[src/hdl/assert_macros.svh]
// Shared assertion macros; expect clk and arst_n in the using scope.
`ifndef ASSERT_MACROS_SVH
`define ASSERT_MACROS_SVH

// Check a property on every rising edge outside reset.
`define SFB_ASSERT(lbl, prop, msg) \
	lbl: assert property (@(posedge clk) disable iff (!arst_n) prop) \
		else $error(msg);

// Check that a condition never holds outside reset.
`define SFB_ASSERT_NEVER(lbl, expr, msg) \
	lbl: assert property (@(posedge clk) disable iff (!arst_n) !(expr)) \
		else $error(msg);

`endif

[src/hdl/sfb_pkg.sv]
package sfb_pkg;

	localparam int MAX_PAYLOAD = 128;
	localparam logic [7:0] MAX_LEN = 8'(MAX_PAYLOAD);

	localparam int QDEPTH = 4;
	localparam int QAW = $clog2(QDEPTH);

	localparam logic [7:0] CRC8_INIT = 8'hFF;
	localparam logic [7:0] CRC8_POLY = 8'h8C;
	localparam logic [15:0] CRC16_INIT = 16'hFFFF;
	localparam logic [15:0] CRC16_POLY = 16'h8408;

	localparam logic CFG_START = 1'b0;
	localparam logic CFG_CMD = 1'b1;

	typedef struct packed {
		logic [7:0] data;
		logic [7:0] len;
		logic first;
		logic last;
	} sfb_entry_t;

	function automatic logic [7:0] crc8_upd(input logic [7:0] crc, input logic [7:0] b);
		logic [7:0] c;
		c = crc ^ b;
		for (int i = 0; i < 8; i++) begin
			c = c[0] ? ((c >> 1) ^ CRC8_POLY) : (c >> 1);
		end
		return c;
	endfunction

	function automatic logic [15:0] crc16_upd(input logic [15:0] crc, input logic [7:0] b);
		logic [15:0] c;
		c = crc ^ {8'h00, b};
		for (int i = 0; i < 8; i++) begin
			c = c[0] ? ((c >> 1) ^ CRC16_POLY) : (c >> 1);
		end
		return c;
	endfunction

endpackage

[src/hdl/serial_frame_builder_crc8_crc16_top.sv]
// Serial frame builder: turns a stream of payload bytes into framed bytes.
// Input channel (in_valid/in_ready): one payload byte per item; payload_length
// is sampled on the first item of a frame, 0 counts as 1 and values above 128
// saturate to 128. Output channel (out_valid/out_ready): one frame byte per
// item, frame_end high on the last CRC-16 byte.
// Each frame: start byte, length (2 bytes), sequence, CRC-8, command id
// (2 bytes), payload, CRC-16 (2 bytes, low first).
// Config port: cfg_we writes cfg_data into register cfg_index (0 start byte,
// 1 command id); write only while idle, it applies from the next header.
// An accepted item passes through the queue to the output byte register.
// One byte per cycle on the output while out_ready is high; mid-frame items
// pass at one per cycle, a first item yields 8 output bytes, a last item 3,
// both limited by the single output byte register. A 4-entry queue between
// the input classifier and the byte sequencer absorbs these bursts.
// Reset: queue empty, sequence 0, start byte 0xA5, command id 0x0301.
// When out_ready is low the output byte holds, the sequencer stalls and
// in_ready drops once the queue fills.
module serial_frame_builder_crc8_crc16_top (
	input  logic        clk,
	input  logic        arst_n,
	input  logic        in_valid,
	output logic        in_ready,
	input  logic [7:0]  payload_byte,
	input  logic [7:0]  payload_length,
	output logic        out_valid,
	input  logic        out_ready,
	output logic [7:0]  tx_byte,
	output logic        frame_end,
	input  logic        cfg_we,
	input  logic        cfg_index,
	input  logic [15:0] cfg_data
);
	import sfb_pkg::*;

	logic [7:0]  start_byte_q;
	logic [15:0] command_id_q;
	logic        push;
	logic        full;
	logic        pop;
	logic        head_valid;
	sfb_entry_t  entry;
	sfb_entry_t  head;

	always_ff @(posedge clk or negedge arst_n) begin
		if (!arst_n) begin
			start_byte_q <= 8'hA5;
			command_id_q <= 16'h0301;
		end else if (cfg_we) begin
			case (cfg_index)
				CFG_START: start_byte_q <= cfg_data[7:0];
				CFG_CMD: command_id_q <= cfg_data;
				default: ;
			endcase
		end
	end

	sfb_front u_front (
		.clk            (clk),
		.arst_n         (arst_n),
		.in_valid       (in_valid),
		.in_ready       (in_ready),
		.payload_byte   (payload_byte),
		.payload_length (payload_length),
		.full           (full),
		.push           (push),
		.entry          (entry)
	);

	sfb_fifo u_fifo (
		.clk    (clk),
		.arst_n (arst_n),
		.push   (push),
		.wdata  (entry),
		.full   (full),
		.pop    (pop),
		.rdata  (head),
		.rvalid (head_valid)
	);

	sfb_back u_back (
		.clk        (clk),
		.arst_n     (arst_n),
		.head       (head),
		.head_valid (head_valid),
		.pop        (pop),
		.start_byte (start_byte_q),
		.command_id (command_id_q),
		.tx_byte    (tx_byte),
		.frame_end  (frame_end),
		.out_valid  (out_valid),
		.out_ready  (out_ready)
	);

endmodule

[src/hdl/sfb_front.sv]
module sfb_front (
	input  logic               clk,
	input  logic               arst_n,
	input  logic               in_valid,
	output logic               in_ready,
	input  logic [7:0]         payload_byte,
	input  logic [7:0]         payload_length,
	input  logic               full,
	output logic               push,
	output sfb_pkg::sfb_entry_t entry
);
	import sfb_pkg::*;

	logic       in_frame_q;
	logic [7:0] left_q;
	logic [7:0] len_eff;
	logic [7:0] left;
	logic [7:0] left_next;

	always_comb begin
		if (payload_length == 8'd0) begin
			len_eff = 8'd1;
		end else if (payload_length > MAX_LEN) begin
			len_eff = MAX_LEN;
		end else begin
			len_eff = payload_length;
		end
		left = in_frame_q ? left_q : len_eff;
		left_next = left - 8'd1;
		in_ready = !full;
		push = in_valid && !full;
		entry.data = payload_byte;
		entry.len = len_eff;
		entry.first = !in_frame_q;
		entry.last = (left_next == 8'd0);
	end

	always_ff @(posedge clk or negedge arst_n) begin
		if (!arst_n) begin
			in_frame_q <= 1'b0;
			left_q <= 8'd0;
		end else if (push) begin
			in_frame_q <= (left_next != 8'd0);
			left_q <= left_next;
		end
	end

endmodule

[src/hdl/sfb_fifo.sv]
module sfb_fifo (
	input  logic               clk,
	input  logic               arst_n,
	input  logic               push,
	input  sfb_pkg::sfb_entry_t wdata,
	output logic               full,
	input  logic               pop,
	output sfb_pkg::sfb_entry_t rdata,
	output logic               rvalid
);
	import sfb_pkg::*;

	`include "assert_macros.svh"

	sfb_entry_t     mem_q [QDEPTH];
	logic [QAW-1:0] wp_q;
	logic [QAW-1:0] rp_q;
	logic [QAW:0]   cnt_q;

	assign full = (cnt_q == (QAW+1)'(QDEPTH));
	assign rvalid = (cnt_q != '0);
	assign rdata = mem_q[rp_q];

	always_ff @(posedge clk) begin
		if (push) begin
			mem_q[wp_q] <= wdata;
		end
	end

	always_ff @(posedge clk or negedge arst_n) begin
		if (!arst_n) begin
			wp_q <= '0;
			rp_q <= '0;
			cnt_q <= '0;
		end else begin
			if (push) begin
				wp_q <= wp_q + 1'b1;
			end
			if (pop) begin
				rp_q <= rp_q + 1'b1;
			end
			if (push && !pop) begin
				cnt_q <= cnt_q + 1'b1;
			end else if (pop && !push) begin
				cnt_q <= cnt_q - 1'b1;
			end
		end
	end

	`SFB_ASSERT_NEVER(a_cnt_max, cnt_q > (QAW+1)'(QDEPTH), "queue count above depth")
	`SFB_ASSERT_NEVER(a_pop_empty, pop && (cnt_q == '0), "pop from empty queue")
	`SFB_ASSERT(a_cnt_up, push && !pop |=> cnt_q == $past(cnt_q) + 1'b1, "count missed push")

endmodule

[src/hdl/sfb_back.sv]
module sfb_back (
	input  logic               clk,
	input  logic               arst_n,
	input  sfb_pkg::sfb_entry_t head,
	input  logic               head_valid,
	output logic               pop,
	input  logic [7:0]         start_byte,
	input  logic [15:0]        command_id,
	output logic [7:0]         tx_byte,
	output logic               frame_end,
	output logic               out_valid,
	input  logic               out_ready
);
	import sfb_pkg::*;

	`include "assert_macros.svh"

	typedef enum logic [3:0] {
		ST_IDLE,
		ST_HDR1,
		ST_HDR2,
		ST_HDR3,
		ST_HDR4,
		ST_HDR5,
		ST_HDR6,
		ST_DATA,
		ST_CRCLO,
		ST_CRCHI
	} step_t;

	step_t       step_q;
	step_t       step_d;
	logic [7:0]  seq_q;
	logic [7:0]  hc_q;
	logic [15:0] crc_q;
	logic [15:0] crc_base;
	logic [7:0]  byte_d;
	logic        end_d;
	logic        covered;
	logic        can_load;
	logic        emit;
	logic        need_head;
	logic [7:0]  tx_byte_q;
	logic        frame_end_q;
	logic        out_valid_q;

	always_comb begin
		can_load = !out_valid_q || out_ready;
		byte_d = head.data;
		end_d = 1'b0;
		covered = 1'b1;
		step_d = step_q;
		emit = can_load;
		pop = 1'b0;
		case (step_q)
			ST_IDLE: begin
				emit = head_valid && can_load;
				if (head.first) begin
					byte_d = start_byte;
					step_d = ST_HDR1;
				end else begin
					pop = emit;
					step_d = head.last ? ST_CRCLO : ST_IDLE;
				end
			end
			ST_HDR1: begin
				byte_d = head.len;
				step_d = ST_HDR2;
			end
			ST_HDR2: begin
				byte_d = 8'h00;
				step_d = ST_HDR3;
			end
			ST_HDR3: begin
				byte_d = seq_q;
				step_d = ST_HDR4;
			end
			ST_HDR4: begin
				byte_d = hc_q;
				step_d = ST_HDR5;
			end
			ST_HDR5: begin
				byte_d = command_id[7:0];
				step_d = ST_HDR6;
			end
			ST_HDR6: begin
				byte_d = command_id[15:8];
				step_d = ST_DATA;
			end
			ST_DATA: begin
				pop = can_load;
				step_d = head.last ? ST_CRCLO : ST_IDLE;
			end
			ST_CRCLO: begin
				byte_d = crc_q[7:0];
				covered = 1'b0;
				step_d = ST_CRCHI;
			end
			ST_CRCHI: begin
				byte_d = crc_q[15:8];
				end_d = 1'b1;
				covered = 1'b0;
				step_d = ST_IDLE;
			end
			default: begin
				emit = 1'b0;
				step_d = ST_IDLE;
			end
		endcase
		crc_base = (step_q == ST_IDLE && head.first) ? CRC16_INIT : crc_q;
		need_head = (step_q != ST_IDLE) && (step_q != ST_CRCLO) && (step_q != ST_CRCHI);
	end

	always_ff @(posedge clk or negedge arst_n) begin
		if (!arst_n) begin
			step_q <= ST_IDLE;
			seq_q <= 8'd0;
			hc_q <= CRC8_INIT;
			crc_q <= CRC16_INIT;
			tx_byte_q <= 8'd0;
			frame_end_q <= 1'b0;
			out_valid_q <= 1'b0;
		end else begin
			if (emit) begin
				out_valid_q <= 1'b1;
			end else if (out_ready) begin
				out_valid_q <= 1'b0;
			end
			if (emit) begin
				step_q <= step_d;
				tx_byte_q <= byte_d;
				frame_end_q <= end_d;
				if (covered) begin
					crc_q <= crc16_upd(crc_base, byte_d);
				end
				if (step_q == ST_IDLE) begin
					hc_q <= crc8_upd(CRC8_INIT, start_byte);
				end else if (step_q inside {ST_HDR1, ST_HDR2, ST_HDR3}) begin
					hc_q <= crc8_upd(hc_q, byte_d);
				end
				if (step_q == ST_CRCHI) begin
					seq_q <= seq_q + 8'd1;
					crc_q <= CRC16_INIT;
				end
			end
		end
	end

	assign tx_byte = tx_byte_q;
	assign frame_end = frame_end_q;
	assign out_valid = out_valid_q;

	`SFB_ASSERT(a_hdr_head, need_head |-> head_valid, "frame step without queued item")
	`SFB_ASSERT(a_seq_adv, emit && (step_q == ST_CRCHI) |=> seq_q == $past(seq_q) + 8'd1, "no seq step")
	`SFB_ASSERT(a_end_idle, out_valid_q && frame_end_q |-> step_q == ST_IDLE, "frame end outside idle")

endmodule

[config.mk]
export PLATFORM = sky130hd
export DESIGN_NAME = serial_frame_builder_crc8_crc16_top
export DESIGN_NICKNAME = d
export VERILOG_FILES = /design/src/hdl/sfb_pkg.sv /design/src/hdl/serial_frame_builder_crc8_crc16_top.sv /design/src/hdl/sfb_front.sv /design/src/hdl/sfb_fifo.sv /design/src/hdl/sfb_back.sv
export VERILOG_INCLUDE_DIRS = /design/src /design/src/hdl
export SDC_FILE = /design/constraint.sdc
export NUM_CORES = 1
export LEC_CHECK = 0
export BUFFER_PORTS_ARGS = -buffer_cell sky130_fd_sc_hd__buf_2
export CAP_MARGIN = 20
export CORE_UTILIZATION = 35
export DETAILED_ROUTE_END_ITERATION = 10
export GPL_TIMING_DRIVEN = 0
export REMOVE_ABC_BUFFERS = 1
export SYNTH_ARGS = -nofsm -noshare
export SYNTH_HDL_FRONTEND = slang
export SYNTH_SLANG_ARGS = --single-unit
[constraint.sdc]
create_clock -name clk -period 5.2 [get_ports clk]
set_input_delay 1.04 -clock clk [delete_from_list [all_inputs] [get_ports clk]]
set_output_delay 1.04 -clock clk [all_outputs]
set_load 0.02 [all_outputs]
### After elaboration in Yosys (flattened, before gate mapping)

Memories as Yosys holds them, arrays and structs flattened.
Index checks and enable logic that the tools add are counted.

* multiplexer cells: 47
* bitwise logic cells: 28
* reductions and logical operators: 27
* add/subtract/negate cells: 6
* magnitude comparators: 1
* equality and inequality tests: 11

Operator list (number)
* two-way mux 16 bit: 11
* two-way mux 8 bit: 22
* inverter 2 -> 3 bit: 24
* case mux 8 bit (9 select lines): 1
* case mux 4 bit (9 select lines): 1
* equality test 4 x 3 -> 1 bit, second input constant: 4
* logical NOT 8 bit: 2
* XOR 16 x 8 -> 16 bit: 1
* AND reduction 2 bit: 5
* OR reduction 9 bit: 1
* adder 8 x 1 -> 8 bit, second input constant: 1
* equality test 4 x 2 -> 1 bit, second input constant: 2
* equality test 4 bit, second input constant: 2
* greater-than comparator 8 bit, second input constant: 1
* two-way mux 4 bit: 2
* inverter 8 bit: 1
* nonzero test 8 bit: 1
* subtractor 8 x 1 -> 8 bit, second input constant: 1
* XOR 8 bit: 1
* two-way mux 1 bit: 6
* two-way mux 3 bit: 2
* nonzero test 2 bit: 3
* nonzero test 3 bit: 2
* logical AND 1 bit: 5
* other kinds (12): 18

* logic and storage cells: 135
* memory bits (writable): 72
* register bits after elaboration: 86
* memories: 1
* input bits: 38

Memory list
* u_fifo.mem_q: words 4, bits a word 18, read ports 1, clocked after memory_dff 0, wr ports 1, RTL line sfb_fifo.sv:15 `sfb_entry_t mem_q [QDEPTH];`

### Longest topological paths before layout

Gate-level depths: netlist of the first run.

* depth in word-level cells: 22
* depth in mapped cells: 12

### Modules after synthesis

Synthesis of the first run repeated with hierarchy kept, for this count alone.

* cells, all modules: 679
* area, all modules: 8340.5 µm²

By module, submodules not included
* sfb_back: instances 1, cells each 384, area each 3487.1 µm²
* sfb_fifo: instances 1, cells each 128, area each 2994.1 µm²
* sfb_front: instances 1, cells each 115, area each 952.2 µm²
* serial_frame_builder_crc8_crc16_top: instances 1, cells each 52, area each 907.1 µm²

### Worst setup path after synthesis of the first run

OpenSTA, ideal clock, no wires.

* kind: input-to-reg
* from: input payload_length[1]
* to: register u_front.in_frame_q
* stages: 10
* setup time: 136 ps
* buffers on the path: 0
* required time: 5064 ps
* path slack: 1849 ps
* arrival: 3215 ps
* cell sequence: nor4_1 a21oi_1 o31ai_1 inv_1 ha_1 nand3_1 xor2_1 or4b_2 nor3_1 o21ai_0

* word-level cells in the longest chain between the ends: 6

Ends and longest elaborated chain
* from (decl): RTL line serial_frame_builder_crc8_crc16_top.sv:24 `input logic [7:0] payload_length,`
* greater-than comparator 8 bit: RTL line sfb_front.sv:23 `end else if (payload_length > MAX_LEN) begin`
* two-way mux 8 bit: RTL line sfb_front.sv:23
* two-way mux 8 bit *: RTL line sfb_front.sv:21 `if (payload_length == 8'd0) begin`
* two-way mux 8 bit *: RTL line sfb_front.sv:28 `left = in_frame_q ? left_q : len_eff;`
* subtractor 8 x 1 -> 8 bit *: RTL line sfb_front.sv:29 `left_next = left - 8'd1;`
* via u_front.left_next[0]: RTL line sfb_front.sv:18 `logic [7:0] left_next;`
* nonzero test 8 bit *: RTL line sfb_front.sv:43 `in_frame_q <= (left_next != 8'd0);`
* to (signal assigned): RTL line sfb_front.sv:43
* to (decl): RTL line sfb_front.sv:14 `logic in_frame_q;`

The timed path passes the listed nets; every way through them passes the cells marked *.
A chain may end at the register's enable or synchronous reset.

### Worst setup path after layout of the first run

* from: register u_back.step_q[1]
* to: register u_back.hc_q[7]

* word-level cells in the longest chain between the ends: 15

Ends and longest elaborated chain
* from (decl): RTL line sfb_back.sv:31 `step_t step_q;`
* from (signal assigned): RTL line sfb_back.sv:130 `step_q <= step_d;`
* equality test 4 bit, or another cell as far along: RTL line sfb_back.sv:55 `case (step_q)`
* case mux 8 bit (9 select lines): RTL line sfb_back.sv:55
* XOR 8 bit: RTL line sfb_pkg.sv:26 `c = crc ^ b;`
* two-way mux 8 bit / inverter 2 -> 3 bit (equally long branches)
* two-way mux 8 bit: RTL line sfb_pkg.sv:28 `c = c[0] ? ((c >> 1) ^ CRC8_POLY) : (c >> 1);`
* two-way mux 8 bit / inverter 2 -> 3 bit (equally long branches)
* inverter 2 -> 3 bit (no source line) / two-way mux 8 bit (equally long branches)
* two-way mux 8 bit: RTL line sfb_pkg.sv:28
* inverter 2 -> 3 bit (no source line) / two-way mux 8 bit (equally long branches)
* two-way mux 8 bit (4 in series): RTL line sfb_pkg.sv:28
* two-way mux 8 bit: RTL line sfb_back.sv:138 `end else if (step_q inside {ST_HDR1, ST_HDR2, ST_HDR3}) begin`
* two-way mux 8 bit: RTL line sfb_back.sv:136 `if (step_q == ST_IDLE) begin`
* to (signal assigned): RTL line sfb_back.sv:137 `hc_q <= crc8_upd(CRC8_INIT, start_byte);`
* to (signal assigned): RTL line sfb_back.sv:139 `hc_q <= crc8_upd(hc_q, byte_d);`
* to (decl): RTL line sfb_back.sv:34 `logic [7:0] hc_q;`

Parallel ways exist; a longest one is shown, timed or not. The select of a mux whose other input is x is not followed.

==> results of run 1 <==
Yosys cell counts, types with 14 or more instances:
cell      instances
edfxtp_1         72
nor2_1           59
dfrtp_1          55
nand2_1          47
xnor2_1          40
mux2_2           36
xor2_1           34
a21oi_1          31
dfstp_2          31
o21ai_0          26
clkbuf_1         19
mux2i_1          16
nor2b_1          14
final cells by class:
class | instances | area, um2 | area share, %
Clock buffer | 17 | 425 | 4.71
Tap cell | 280 | 350 | 3.88
Clock inverter | 15 | 125 | 1.39
Sequential cell | 158 | 4350 | 48.2
Inverter | 9 | 33.8 | 0.374
Timing Repair Buffer | 54 | 345 | 3.83
Multi-Input combinational cell | 434 | 3390 | 37.6
metrics by stage:
stage / hold WS [ns] / instances / cell area, um2 / util (%) / worst slack [ns]
after floorplan: 0.445 / 601 / 7780 / - / 1.68
after global placement: 0.461 / 929 / 8370 / 38.0 / 0.999
after detailed placement: 0.470 / 932 / 8440 / 38.3 / 1.28
after CTS: 0.485 / 964 / 8990 / 40.8 / 1.35
after global routing: 0.509 / 967 / 9030 / 41.0 / 1.15
final: 0.476 / 967 / 9030 / 41.0 / 1.35
registers in the layout (all words and copies together), names as in the netlist, 2 cells and up:
name / count
u_back.crc_q: 16
u_fifo.mem_q: 72
u_fifo.cnt_q: 3
u_back.step_q: 4
u_back.hc_q: 8
u_back.seq_q: 8
u_fifo.wp_q: 2
u_back.tx_byte: 8
start_byte_q: 8
u_fifo.rp_q: 2
command_id_q: 16
u_front.left_q: 8
final timing paths:
check                                               endpoint  slack [ns]  cells after the start
worst max register to register    u_back.hc_q[7]$_DFFE_PN1P_        1.35                      8
worst min register to register  u_back.frame_end$_DFFE_PN0P_        0.48                      1
worst min-delay path            u_back.frame_end$_DFFE_PN0P_        0.48                      1
worst max-delay path              u_back.hc_q[7]$_DFFE_PN1P_        1.35                      8
max in group asynchronous        command_id_q[9]$_DFFE_PN1P_        3.91                      2
min in group asynchronous       u_back.out_valid$_DFFE_PN0P_        0.61                      1
worst max-delay path: cells and delay by family, from the launching register on:
family	cells	cell delay [ns]
AND/OR/NAND/NOR	3	1.49
flip-flops	1	0.76
AO/OA/AOI/OAI	2	0.58
XOR/XNOR	3	0.93
metal layers:
layer / part of all wire (%) / routed length (um) / global-route usage (%)
met4: 1.7 / 306 / 5.19
met3: 5.1 / 932 / 3.61
met2: 49 / 9130 / 27.1
met5: 0 / 0 / 0
met1: 44 / 8070 / 21.7
logic make-up (layout without fill, tap and decap cells):
family / Yosys count / after routing / share of synthesized area, %
simple gates: 170 / 170 / 10.4
flops: 158 / 158 / 54.9
compound gates: 104 / 104 / 8.62
xor+xnor: 81 / 81 / 9.79
mux: 70 / 70 / 12.5
buf+inv: 42 / 95 / 2.27
fa+ha+maj: 9 / 9 / 1.52
==> run_results.csv, run 1 <==
group,metric,value,unit
run_status,status,"finished, final reports clean",
finish,drive_gt1_share,26.6,%
timing,tightest_slew,1.11,ns
place,gp_congestion,0.855,
floorplanning,die_y,152,um
cts,cts.sinks,158,
drt,drcViolationCount,0,
grt,grt_antenna_before_repair,0,
synthesis,seq_area_frac_synth,54.9,%
synthesis,synth_edf_count,72,
finish,num_antenna_cells,0,
cts,cts_hold_buf,0,
finish,fillerInstances,2068,
timing,finalCriticalPeriod,3.85,ns
critical_path,slowest_delay,0.76,ns
synthesis,ys.flop_type,"edfxtp_1",
drt,viasPerCell,5.34,
timing,fin_skew,0.0114,ns
floorplanning,rows,54,
floorplanning,die_w,152,um
timing,final.period_utilization,73.9,%
drt,vias,5165,
synthesis,synth_cells,634,
timing,final_max_slew_viol_count,0,
cts,cts_root_buf,"clkbuf_16",
critical_path,crit_chain,"nor4_2, and2_1, a221o_2, xor2_2, xnor3_2, xor2_1, a21oi_1, nor2_1",
synthesis,async_reset_ff_share,54.4,%
critical_path,critical_path.slowest_cell,"dfrtp_1",
grt,grt_max_degree,48,
critical_path,crit-reg2reg-launch,"u_back.step_q[1]$_DFFE_PN0P_",
timing,slew_headroom,26.0,%
synthesis,synthDistinctLibCells,69,
floorplanning,initial_utilization,36.0,%
job,cap_viol_max_count,0,
critical_path,crit_start,"u_back.step_q[1]$_DFFE_PN0P_",
synthesis,synth_top_area_share,27.3,%
place,numPortBuffers,48,
timing,setup_viol_count_final,0,
grt,grt_pass1_wl,29000,um
grt,grt_usage,16.5,%
synthesis,syn_area_per_cell,12.5,um2
timing,hold_violations,0,
cts,cts_resized,0,
synthesis,synthTopCellsByArea,"edfxtp_1 (27%), dfrtp_1 (17%), dfstp_2 (10%), mux2_2 (5.1%), xnor2_1 (4.4%)",
hold_path,hp-class,"reg -> reg",
cts,post_cts_buffers,0,
hold_path,hold_start,"u_back.frame_end$_DFFE_PN0P_",
critical_path,critPathRequiredTime,5.56,ns
finish,final_cell_mix,"edfxtp_1 (72), nor2_1 (59), dfrtp_1 (55)",
finish,area_delta_synth_final,13.9,%
critical_path,cp-end-kind,"flip-flop",
drt,drt-initial-drc-count,481,
critical_path,critPathLaunchType,"flip-flop",
critical_path,cp.arrival,4.21,ns
place,hpwl,12700,um
grt,first_global_vias,5141,
critical_path,crit_type,"reg -> reg",
cts,insertion_delay,0.43,ns
timing,rsz0062_at_grt,"no",
timing,fmax,260,MHz
synthesis,yosys.area.top_type,"edfxtp_1",
drt,wl_per_cell,19.1,um
drt,wl,18400,um
floorplanning,die_area,23300,um2
grt,overflow,0,
drt,drtPass1Iterations,8,
cts,cts_inserted_buffers,17,
cts,cts_max_path_buffers,2,
synthesis,syn_area,7930,um2
floorplanning,core_area,22000,um2
finish,nets,721,
cts,cts_tree,"done",
drt,drtAntennaViolNets,0,
finish,final_common_cell,"edfxtp_1",
critical_path,crit_fanout,30,
timing,finalSetupTns,0,ns
cts,cts_max_level,4,
cts,path_clk_slew,0.07,ns
synthesis,ys_warn_count,0,
synthesis,ys_ff_latch,158,
floorplanning,pin_count,49,
Power of run 1 is not shown: default switching activity piles up to over one toggle a cycle in this logic, so the estimate is an artifact.
==> inputs of run 2 (changes only) <==
==> constraint.sdc (replaced) <==
create_clock -name clk -period 3.4 [get_ports clk]
set_input_delay 0.68 -clock clk [delete_from_list [all_inputs] [get_ports clk]]
set_output_delay 0.68 -clock clk [all_outputs]
set_load 0.02 [all_outputs]
==> run 2 against run 1 <==
Wire length about the same. Critical path depth unchanged. Global-route usage about the same. Count of clock-buffer cells in the layout unchanged. Final area unchanged. Register-to-register slack worse by 1.2 ns. Setup slack worse by 1.2 ns. Flip-flop and latch count unchanged. First-iteration DRC count up 2.1%. Cell count down 0.10%. Non-clock buffer count down 1.
==> run_results.csv, run 2 (synthesis gave the netlist of run 1 again) <==
group,metric,value,unit
run_status,status,"finished, final reports clean",
finish,final_cell_mix,"edfxtp_1 (72), nor2_1 (59), dfrtp_1 (49)",
grt,grt_usage,16.5,%
timing,final.period_utilization,95.7,%
floorplanning,die_w,152,um
drt,viasPerCell,5.39,
cts,cts_root_buf,"clkbuf_16",
timing,fmax,307,MHz
timing,finalCriticalPeriod,3.25,ns
drt,drtAntennaViolNets,0,
floorplanning,die_area,23300,um2
cts,insertion_delay,0.43,ns
finish,final_cells,966,
finish,num_antenna_cells,0,
grt,overflow,0,
timing,final_max_slew_viol_count,0,
critical_path,critPathTopFamily,"XOR/XNOR gates",
floorplanning,die_y,152,um
timing,tightest_slew,0.999,ns
drt,wl_per_cell,19.1,um
cts,cts.sinks,158,
finish,area_delta_synth_final,13.9,%
critical_path,critPathLaunchType,"flip-flop",
critical_path,critical_path.slowest_cell,"or4_4",
cts,post_cts_buffers,0,
hold_path,hp-class,"in -> async",
cts,cts_max_level,4,
floorplanning,pin_count,49,
critical_path,slowest_delay,0.73,ns
critical_path,r2r_slack,0.15,ns
place,dp_cells,932,
floorplanning,rows,54,
floorplanning,core_area,22000,um2
cts,cts_max_path_buffers,2,
timing,slew_headroom,33.4,%
floorplanning,initial_utilization,36.0,%
grt,first_global_vias,5151,
timing,finalSetupTns,0,ns
critical_path,crit-reg2reg-launch,"u_back.step_q[0]$_DFFE_PN0P_",
drt,drcViolationCount,0,
timing,rsz0062_at_grt,"no",
cts,path_clk_slew,0.07,ns
cts,cts_inserted_buffers,17,
finish,regMostFlops,"u_fifo.mem_q",
timing,fin_skew,0.0103,ns
critical_path,path_buf_inv,0,
timing,holdWs,0.249,ns
cts,cts_tree,"done",
place,gp_congestion,0.855,
finish,largest_register_ffs,72,
drt,vias,5211,
grt,grt_pass1_wl,29000,um
timing,setup_viol_count_final,0,
critical_path,crit_fanout,31,
drt,drt-initial-drc-count,491,
place,hpwl,12700,um
place,numPortBuffers,48,
timing,hold_violations,0,
drt,drtPass1Iterations,7,
finish,top_regs,"u_fifo.mem_q: 72 flops, command_id_q: 16 flops, u_back.crc_q: 16 flops",
drt,wl,18400,um
critical_path,timing.rr.end,"u_back.hc_q[7]$_DFFE_PN1P_",
critical_path,critPathRequiredTime,3.76,ns
finish,final_common_cell,"edfxtp_1",
job,cap_viol_max_count,0,
finish,drive_gt1_share,27.7,%
critical_path,crit_chain,"or4_4, o221ai_2, a221o_2, xor2_2, xnor3_2, xor2_1, a21oi_1, nor2_1",
critical_path,cp.arrival,3.62,ns
finish,nets,720,
critical_path,cp-end-kind,"flip-flop",
grt,grt_antenna_before_repair,0,
critical_path,ff2ff_path_depth,8,
grt,grt_max_degree,48,
critical_path,crit_type,"reg -> reg",
[run 2: changes by cell type in the layout (fill, tap and decap cells not counted), sizes merged]
cell | before | now
buf | 54 | 53
[run 2: metrics by stage]
step | area (um2) | utilization (%) | setup WS (ns)
finish | 9030 | 41.0 | 0.147
global route | 9030 | 41.0 | 0.0306
CTS | 9010 | 40.9 | 0.00124
detailed placement | 8440 | 38.3 | -0.424
global placement | 8370 | 38.0 | -0.801
floorplan | 7780 | - | -0.125
[run 2: worst register-to-register path: stages (launching register included)]
cell	delay, ns
dfrtp_2	0.64
or4_4	0.74
o221ai_2	0.32
a221o_2	0.34
xor2_2	0.25
xnor3_2	0.51
xor2_1	0.18
a21oi_1	0.16
nor2_1	0.06
[run 2: area by class of cell]
type                    count  area [um2]
fillers                  2065       13000
flip-flops and latches    158        4370
multi-input cells         434        3410
clock buffers              17         425
well taps                 280         350
repair buffers             53         318
clock inverters            15         125
inverters                   9        33.8
[run 2: worst max path at each step]
| stage | slack [ns] | from | depth (start not counted) | to |
|---|---|---|---|---|
| finish | 0.15 | u_back.step_q[0]$_DFFE_PN0P_ | 8 | u_back.hc_q[7]$_DFFE_PN1P_ |
| global route | 0.03 | u_fifo.rp_q[0]$_DFFE_PN0P_ | 9 | u_back.hc_q[2]$_DFFE_PN1P_ |
| CTS | 0.001 | u_fifo.rp_q[0]$_DFFE_PN0P_ | 8 | u_back.hc_q[7]$_DFFE_PN1P_ |
| detailed placement | -0.42 | u_back.step_q[0]$_DFFE_PN0P_ | 8 | u_back.hc_q[7]$_DFFE_PN1P_ |
| global placement | -0.80 | u_fifo.rp_q[0]$_DFFE_PN0P_ | 8 | u_back.hc_q[7]$_DFFE_PN1P_ |
| floorplan | -0.12 | u_fifo.rp_q[0]$_DFFE_PN0P_ | 8 | u_back.hc_q[7]$_DFFE_PN1P_ |
[run 2: metal layers]
layer / track usage, % / routed length, um
met5: 0 / 0
met4: 5.19 / 378
met3: 3.61 / 716
met2: 27.3 / 9130
met1: 21.6 / 8210
[run 2: timing repair]
action | in CTS | in global routing
resized for setup | 9 | 3
hold buffers | 0 | 0
pin swaps | 0 | 0
endpoints found under the setup margin | 30 | 4
Power of run 2 is left out for the same reason.
==> inputs of run 3 (changes only) <==
--- a/config.mk
+++ b/config.mk
@@ -8,9 +8,10 @@
 export LEC_CHECK = 0
 export BUFFER_PORTS_ARGS = -buffer_cell sky130_fd_sc_hd__buf_2
 export CAP_MARGIN = 20
-export CORE_UTILIZATION = 35
+export CORE_UTILIZATION = 49
 export DETAILED_ROUTE_END_ITERATION = 10
 export GPL_TIMING_DRIVEN = 0
+export PLACE_DENSITY = 0.69
 export REMOVE_ABC_BUFFERS = 1
 export SYNTH_ARGS = -nofsm -noshare
 export SYNTH_HDL_FRONTEND = slang
==> run 3 against run 2 <==
Critical path depth unchanged. Global-route usage grew 5.9 points. Largest cell class unchanged. Fmax increased by 0.26%. Flip-flop and latch count unchanged. Highest routed layer unchanged.
==> run_results.csv, run 3 (synthesis gave the netlist of run 1 again) <==
group,metric,value,unit
floorplanning,pin_count,49,
finish,final_cell_mix,"edfxtp_1 (72), nor2_1 (59), dfrtp_1 (49)",
cts,cts_max_level,4,
cts,cts_hold_buf,0,
finish,final_common_cell,"edfxtp_1",
grt,grt_max_degree,46,
finish,top_regs,"u_fifo.mem_q: 72 flops, command_id_q: 16 flops, u_back.crc_q: 16 flops",
drt,vias,5181,
floorplanning,core_area,15800,um2
timing,finalCriticalPeriod,3.24,ns
cts,cts_tree,"done",
place,dpl_cell_area,8350,um2
run_status,status,"finished, final reports clean",
timing,hold_violations,0,
timing,final_max_slew_viol_count,0,
finish,area_delta_synth_final,13.0,%
place,place_ws,-0.363,ns
drt,viasPerCell,5.72,
finish,largest_register_ffs,72,
drt,drt-initial-drc-count,382,
grt,overflow,0,
cts,path_clk_slew,0.07,ns
critical_path,crit_fanout,21,
cts,cts_inserted_buffers,17,
grt,grt_pass1_wl,27700,um
floorplanning,die_w,129,um
place,hpwl,12300,um
drt,drcViolationCount,0,
floorplanning,die_area,16700,um2
finish,nets,724,
job,cap_viol_max_count,0,
timing,setup_viol_count_final,0,
critical_path,crit_type,"reg -> reg",
hold_path,hp-class,"in -> async",
place,gp_congestion,0.917,
drt,drtPass1Iterations,5,
finish,final_util,56.6,%
cts,cts_max_path_buffers,2,
grt,grt_usage,22.4,%
cts,cts_root_buf,"clkbuf_16",
timing,final.period_utilization,95.4,%
finish,num_antenna_cells,0,
timing,fin_ws,0.155,ns
floorplanning,rows,46,
finish,stdcell_area,8960,um2
drt,drtAntennaViolNets,0,
timing,tightest_slew,0.972,ns
drt,wl_per_cell,19.3,um
timing,fin_skew,0.0101,ns
floorplanning,die_y,129,um
critical_path,critPathLaunchType,"flip-flop",
finish,drive_gt1_share,27.8,%
grt,grt_antenna_before_repair,0,
timing,rsz0062_at_grt,"no",
critical_path,cp.arrival,3.56,ns
timing,slew_headroom,35.2,%
cts,cts.sinks,158,
floorplanning,initial_utilization,50.1,%
place,numPortBuffers,48,
grt,first_global_vias,5090,
timing,holdWs,0.249,ns
finish,regMostFlops,"u_fifo.mem_q",
timing,fmax,308,MHz
critical_path,cp-end-kind,"flip-flop",
drt,wl,17500,um
cts,insertion_delay,0.43,ns
critical_path,critPathRequiredTime,3.71,ns
## run 3: cell types whose count changed in the layout (fill, tap and decap cells not counted), moves of 2 or more
cell      delta
buf_4        +4
clkinv_4     +2
inv_8        -2
inv_6        -2
## run 3: path summary, 6_finish.rpt
check | startpoint | end | slack, ns | cells past startpoint
min reg2reg | u_back.seq_q[7]$_DFFE_PN0P_ | u_back.seq_q[7]$_DFFE_PN0P_ | 0.48 | 1
min | arst_n | u_back.frame_end$_DFFE_PN0P_ | 0.25 | 1
max in group asynchronous | arst_n | start_byte_q[2]$_DFFE_PN1P_ | 2.46 | 2
min in group clk | payload_byte[7] | u_fifo.mem_q[3][17]$_DFFE_PP_ | 0.47 | 1
max reg2reg | u_fifo.rp_q[1]$_DFFE_PN0P_ | u_fifo.cnt_q[1]$_DFFE_PN0P_ | 0.16 | 8
max | u_fifo.rp_q[1]$_DFFE_PN0P_ | u_fifo.cnt_q[1]$_DFFE_PN0P_ | 0.16 | 8
## run 3: metrics by stage
step	cells	setup TNS, ns
3_5_place_dp	868	-4.07
5_1_grt	906	0
2_1_floorplan	601	-0.352
6_report	906	0
3_3_place_gp	865	-10.09
4_1_cts	900	0
## run 3: per-layer routing
metal | track usage [%] | vias to the layer above | part of all wire, %
li1 | - | 2390 | -
met1 | 30.0 | 2611 | 44
met2 | 36.4 | 158 | 49
met3 | 5.57 | 22 | 5.1
met4 | 6.44 | 0 | 1.8
met5 | 0 | - | 0
## run 3: area by class of cell
type / instances / area [um2]
fillers: 1273 / 6870
clock buffers: 18 / 429
clock inverters: 14 / 109
well taps: 216 / 270
flip-flops and latches: 158 / 4360
repair buffers: 57 / 343
inverters: 9 / 33.8
multi-input cells: 434 / 3410
## run 3: critical path: stages, from the launching register on
cell	delay, ns
dfrtp_2	0.71
mux4_2	0.52
nor4bb_1	0.31
a31oi_1	0.06
or3b_2	0.54
ha_1	0.24
inv_1	0.07
fa_1	0.40
mux2_2	0.26
## run 3: repair_timing
| action | 4_1_cts | 5_1_grt |
|---|---|---|
| gates resized for setup | 10 | 1 |
| setup endpoints to repair | 30 | 3 |
| buffers inserted | 0 | 4 |
| pin swaps | 1 | 2 |
Power of run 3 is left out for the same reason.
